## config.mk

```make
export PLATFORM = sky130hd
export DESIGN_NAME = ppes_ctrl
export DESIGN_NICKNAME = d
export VERILOG_FILES = /design/src/rtl/ppes_pkg.sv /design/src/rtl/ppes_ctrl.sv
export SDC_FILE = /design/constraint.sdc
export NUM_CORES = 1
export LEC_CHECK = 0
export ABC_AREA = 1
export BUFFER_PORTS_ARGS = -buffer_cell sky130_fd_sc_hd__buf_4
export CAP_MARGIN = 0
export CORE_MARGIN = 2
export CORE_UTILIZATION = 45
export DETAILED_ROUTE_END_ITERATION = 8
export PLACE_DENSITY = 0.62
export SKIP_CTS_REPAIR_TIMING = 1
export SYNTH_ARGS = -nofsm -noshare
export SYNTH_HDL_FRONTEND = slang
export SYNTH_SLANG_ARGS = --single-unit
```

## constraint.sdc

```tcl
create_clock -name aclk -period 2.25 [get_ports aclk]
set_input_delay 0.3375 -clock aclk [delete_from_list [all_inputs] [get_ports aclk]]
set_output_delay 0.3375 -clock aclk [all_outputs]
set_load 0.02 [all_outputs]
```

## src/rtl/ppes_pkg.sv

```systemverilog
package ppes_pkg;

    localparam int unsigned MAX_POINTS_PER_LINE = 1024;
    localparam int unsigned MAX_LINES           = 4096;

    localparam int unsigned COORD_W  = 24;
    localparam int unsigned DIFF_W   = 25;
    localparam int unsigned GSD_W    = 24;
    localparam int unsigned LSUM_W   = 40;
    localparam int unsigned LCNT_W   = 11;
    localparam int unsigned SSUM_W   = 48;
    localparam int unsigned SQSUM_W  = 64;
    localparam int unsigned SCNT_W   = 13;
    localparam int unsigned MEAN_W   = 47;
    localparam int unsigned ACC_W    = 98;
    localparam int unsigned DIVN_W   = 80;
    localparam int unsigned DIVD_W   = 26;
    localparam int unsigned RAD_W    = 64;
    localparam int unsigned ROOT_W   = 32;
    localparam int unsigned VAL_W    = 48;
    localparam int unsigned CNT_OUT_W = 47;

    localparam logic [GSD_W-1:0] GSD_RESET = 24'd65536;

    typedef enum logic [1:0] {
        KIND_POINT = 2'd0,
        KIND_LINE  = 2'd1,
        KIND_SET   = 2'd2
    } kind_t;

    typedef enum logic [4:0] {
        CMD_NOP,
        CMD_LOAD,
        CMD_PMX,
        CMD_PMY,
        CMD_PMA,
        CMD_PSQRT,
        CMD_PEMIT,
        CMD_LM0,
        CMD_LM1,
        CMD_LM2,
        CMD_LDIV,
        CMD_LMEAN,
        CMD_LSQ,
        CMD_LEMIT,
        CMD_SDIV,
        CMD_SMEAN,
        CMD_SNN,
        CMD_SP0,
        CMD_SP1,
        CMD_SP2,
        CMD_SS1,
        CMD_SS2,
        CMD_SS3,
        CMD_SDIV2,
        CMD_SSQRT,
        CMD_SEMIT
    } cmd_t;

    typedef enum logic [4:0] {
        ST_IDLE,
        ST_PMX,
        ST_PMY,
        ST_PMA,
        ST_PSQ,
        ST_PWAIT,
        ST_PEMIT,
        ST_LM0,
        ST_LM1,
        ST_LM2,
        ST_LDIV,
        ST_LWAIT,
        ST_LMEAN,
        ST_LSQ,
        ST_LEMIT,
        ST_SDIV,
        ST_SWAIT,
        ST_SMEAN,
        ST_SNN,
        ST_SP0,
        ST_SP1,
        ST_SP2,
        ST_SS1,
        ST_SS2,
        ST_SS3,
        ST_SDIV2,
        ST_SWAIT2,
        ST_SSQ,
        ST_SWAIT3,
        ST_SEMIT
    } state_t;

    typedef struct packed {
        logic sqrt_done;
        logic div_done;
        logic out_busy;
        logic eol;
        logic eos;
    } dp_status_t;

endpackage

```

## src/rtl/ppes_ctrl.sv

```systemverilog
module ppes_ctrl
    import ppes_pkg::*;
(
    input  logic       aclk,
    input  logic       aresetn,
    input  logic       in_valid,
    output logic       in_ready,
    input  dp_status_t status,
    output cmd_t       cmd
);

    state_t state_reg, state_next;

    always_ff @(posedge aclk) begin
        if (!aresetn) begin
            state_reg <= ST_IDLE;
        end else begin
            state_reg <= state_next;
        end
    end

    always_comb begin
        state_next = state_reg;
        cmd        = CMD_NOP;
        in_ready   = 1'b0;
        unique case (state_reg)
            ST_IDLE: begin
                in_ready = 1'b1;
                if (in_valid) begin
                    cmd        = CMD_LOAD;
                    state_next = ST_PMX;
                end
            end
            ST_PMX: begin cmd = CMD_PMX;   state_next = ST_PMY; end
            ST_PMY: begin cmd = CMD_PMY;   state_next = ST_PMA; end
            ST_PMA: begin cmd = CMD_PMA;   state_next = ST_PSQ; end
            ST_PSQ: begin cmd = CMD_PSQRT; state_next = ST_PWAIT; end
            ST_PWAIT: begin
                if (status.sqrt_done) state_next = ST_PEMIT;
            end
            ST_PEMIT: begin
                if (!status.out_busy) begin
                    cmd        = CMD_PEMIT;
                    state_next = status.eol ? ST_LM0 : ST_IDLE;
                end
            end
            ST_LM0:  begin cmd = CMD_LM0;  state_next = ST_LM1; end
            ST_LM1:  begin cmd = CMD_LM1;  state_next = ST_LM2; end
            ST_LM2:  begin cmd = CMD_LM2;  state_next = ST_LDIV; end
            ST_LDIV: begin cmd = CMD_LDIV; state_next = ST_LWAIT; end
            ST_LWAIT: begin
                if (status.div_done) state_next = ST_LMEAN;
            end
            ST_LMEAN: begin cmd = CMD_LMEAN; state_next = ST_LSQ; end
            ST_LSQ:   begin cmd = CMD_LSQ;   state_next = ST_LEMIT; end
            ST_LEMIT: begin
                if (!status.out_busy) begin
                    cmd        = CMD_LEMIT;
                    state_next = status.eos ? ST_SDIV : ST_IDLE;
                end
            end
            ST_SDIV: begin cmd = CMD_SDIV; state_next = ST_SWAIT; end
            ST_SWAIT: begin
                if (status.div_done) state_next = ST_SMEAN;
            end
            ST_SMEAN: begin cmd = CMD_SMEAN; state_next = ST_SNN; end
            ST_SNN:   begin cmd = CMD_SNN;   state_next = ST_SP0; end
            ST_SP0:   begin cmd = CMD_SP0;   state_next = ST_SP1; end
            ST_SP1:   begin cmd = CMD_SP1;   state_next = ST_SP2; end
            ST_SP2:   begin cmd = CMD_SP2;   state_next = ST_SS1; end
            ST_SS1:   begin cmd = CMD_SS1;   state_next = ST_SS2; end
            ST_SS2:   begin cmd = CMD_SS2;   state_next = ST_SS3; end
            ST_SS3:   begin cmd = CMD_SS3;   state_next = ST_SDIV2; end
            ST_SDIV2: begin cmd = CMD_SDIV2; state_next = ST_SWAIT2; end
            ST_SWAIT2: begin
                if (status.div_done) state_next = ST_SSQ;
            end
            ST_SSQ: begin cmd = CMD_SSQRT; state_next = ST_SWAIT3; end
            ST_SWAIT3: begin
                if (status.sqrt_done) state_next = ST_SEMIT;
            end
            ST_SEMIT: begin
                if (!status.out_busy) begin
                    cmd        = CMD_SEMIT;
                    state_next = ST_IDLE;
                end
            end
            default: state_next = ST_IDLE;
        endcase
    end

endmodule

```

==> flow_summary.yaml <==
setup_path:
  cpPeakStageDelay_ns: 0.53
  cp-end-kind: "output pin"
  regToRegSetupSlack_ns: 0.54
  reg2reg_depth: 11
  startpoint: "state_reg[0]"
  worst_setup_path_start_kind: "flop"
  critPathMaxFanout: 6
  crit_type: "flop to output pin"
  critPathBufInv: 2
  r2r_start: "state_reg[3]"
  cpMostUsedCell: "buf_4"
  cp_top_family: "flip-flops"
  cp.arrival_ns: 1.77
  crit_required_ns: 1.91
  cp_cell_sequence: "buf_4, nor2_8, nand3_1, nand2_1, a211oi_1, o211ai_1, buf_4"
  slowest_stage: "dfxtp_1"
  r2r-end: "state_reg[4]"
routing:
  num_vias: 1261
  first_pass_iters: 4
  wl_per_cell_um: 13.0
  postRouteAntennaNets: 0
  avgViaCountPerCell: 5.44
  wirelength_um: 3020
  drcViolationCount: 0
  drtIter0Drc: 53
placed_design:
  port_buffers: 13
  place_area_mm2: 0.00119
  gp_congestion: 0.979
  post-dp-hpwl_um: 2450
  dp_cells: 228
sta:
  hold_viol_final: 0
  rsz0062_at_grt: "false"
  whs_ns: 0.401
  setup_violations: 0
  fmax_mhz: 475
  skew_ns: 0.00303
  worst-slew-pin-transition_ns: 0.404
  drv_slew: 0
  max_slew_margin_pct: 73.0
  fin_crit_ns: 2.11
  timing.setup.tns_ns: 0
  fin_crit_sh_pct: 93.6
layout:
  mostFrequentLayoutCell: "nand2_1"
  finalInstanceArea_mm2: 0.00122
  diodes: 0
  fin_nets: 213
  fillers: 251
  drive_gt1_share_pct: 29.9
  final_cell_mix: "53 x nand2_1, 26 x nor2_1, 22 x inv_1"
  syn2layout_area_growth_pct: 10.2
  largest_reg_flops: 5
  layout.cells.non_filler: 232
clock_tree:
  root_buffer: "clkbuf_4"
  clock_path_buffers: 2
  tritoncts: "yes"
  worstSkewPairLatency_ns: 0.24
  path_clk_slew_ns: 0.04
  h-tree-depth: 1
  clock-sinks: 5
  numCtsBuffers: 3
global_routing:
  grt_pass1_wl_um: 5200
  antenna_found_initial: 0
  track_usage_pct: 24.6
  first_global_vias: 1190
  grt_max_degree: 13
  grt_overflow: 0
yosys:
  netlist_area_mm2: 0.00111
  synthCells: 190
  synth_nets: 198
  seq_area_frac_synth_pct: 9.03
  ys_top_cells_by_area: "nand2_1 18%, dfxtp_1 9.0%, nor2_1 8.8%"
  synth_top_cell_area_share_pct: 17.9
  synth.avg_cell_area_um2: 5.83
  yosysUniqueCellTypes: 23
  ys_warn_count: 0
  yosysTopAreaCell: "nand2_1"
  synth-seq-cells: 5
floorplanning:
  io_pins: 14
  die_h_um: 53.6
  dieArea_mm2: 0.00288
  die_w_um: 53.6
  core_area_mm2: 0.00228
  rows: 17
  initial_utilization_pct: 48.7
min_path:
  hold_depth: 3
  min_path_type: "primary input to flop"
  min_from: "aresetn"
  hold_end: "state_reg[1]"
power:
  p_per_area_mw_per_mm2: 819
  power.leakage_nw: 0.755
  max-vdd-ir-drop_mv: 0.553
run_status:
  outcome: "finished clean"
run:
  maxCapViolCount: 0
[worst min-delay path: stages]
cell,delay (ns)
buf_4,0.07
inv_1,0.07
a21oi_1,0.11
[worst max-delay path by stage]
stage | cells after the start | to | slack (ns)
detailed placement | 7 | cmd[0] | 0.39
finish | 7 | cmd[0] | 0.14
global placement | 7 | cmd[0] | 0.40
floorplan | 8 | cmd[3] | 0.68
CTS | 7 | cmd[0] | 0.12
global route | 9 | cmd[3] | 0.03
[where the power goes]
group	total, mW	internal, mW	leakage (nW)	switching, mW
Sequential	0.139	0.108	0.0417	0.0314
Combinational	0.760	0.261	0.698	0.499
Clock	0.101	0.0669	0.0150	0.0343
[through the flow]
| stage | util, % | setup slack [ns] | power [mW] |
|---|---|---|---|
| global placement | 52.4 | 0.401 | 0.893 |
| floorplan | - | 0.684 | 0.708 |
| global route | 53.7 | 0.0268 | 1.08 |
| CTS | 53.5 | 0.123 | 1.00 |
| finish | 53.7 | 0.145 | 1.00 |
| detailed placement | 52.4 | 0.388 | 0.892 |
[layer usage]
metal  global-route usage (%)  vias to the layer above  part of all wire, %
met4                     12.8                        0                  2.6
met3                     5.28                        9                  8.0
met1                     30.3                      565                   44
met2                     40.1                       56                   45
li1                         -                      631                    -
met5                        0                        -                    0
[cell usage after synthesis (all sizes together)]
cell type	count
a21oi	7
dfxtp	5
inv	29
nand4	5
nand3	28
o211ai	4
nor2	35
nor3	1
a211oi	2
nand2	66
buf	7
o21ai	1
[logic make-up (layout without fill, tap and decap cells)]
| group | after synthesis | in the layout | synth area share, % |
|---|---|---|---|
| and+or+nand+nor | 135 | 135 | 65.5 |
| buffers and inverters | 36 | 50 | 17.8 |
| DFF | 5 | 5 | 9.03 |
| AOI/OAI and AO/OA | 14 | 14 | 7.67 |
[cell type report]
| class | count | area [um^2] | share of cell area [%] |
|---|---|---|---|
| repair buffers | 17 | 128 | 10.5 |
| well taps | 28 | 35.0 | 2.87 |
| clock buffers | 4 | 26.3 | 2.15 |
| flip-flops and latches | 5 | 103 | 8.40 |
| multi-input cells | 149 | 811 | 66.4 |
| inverters | 29 | 119 | 9.73 |
No activity file was read; power rests on OpenSTA's default activity.
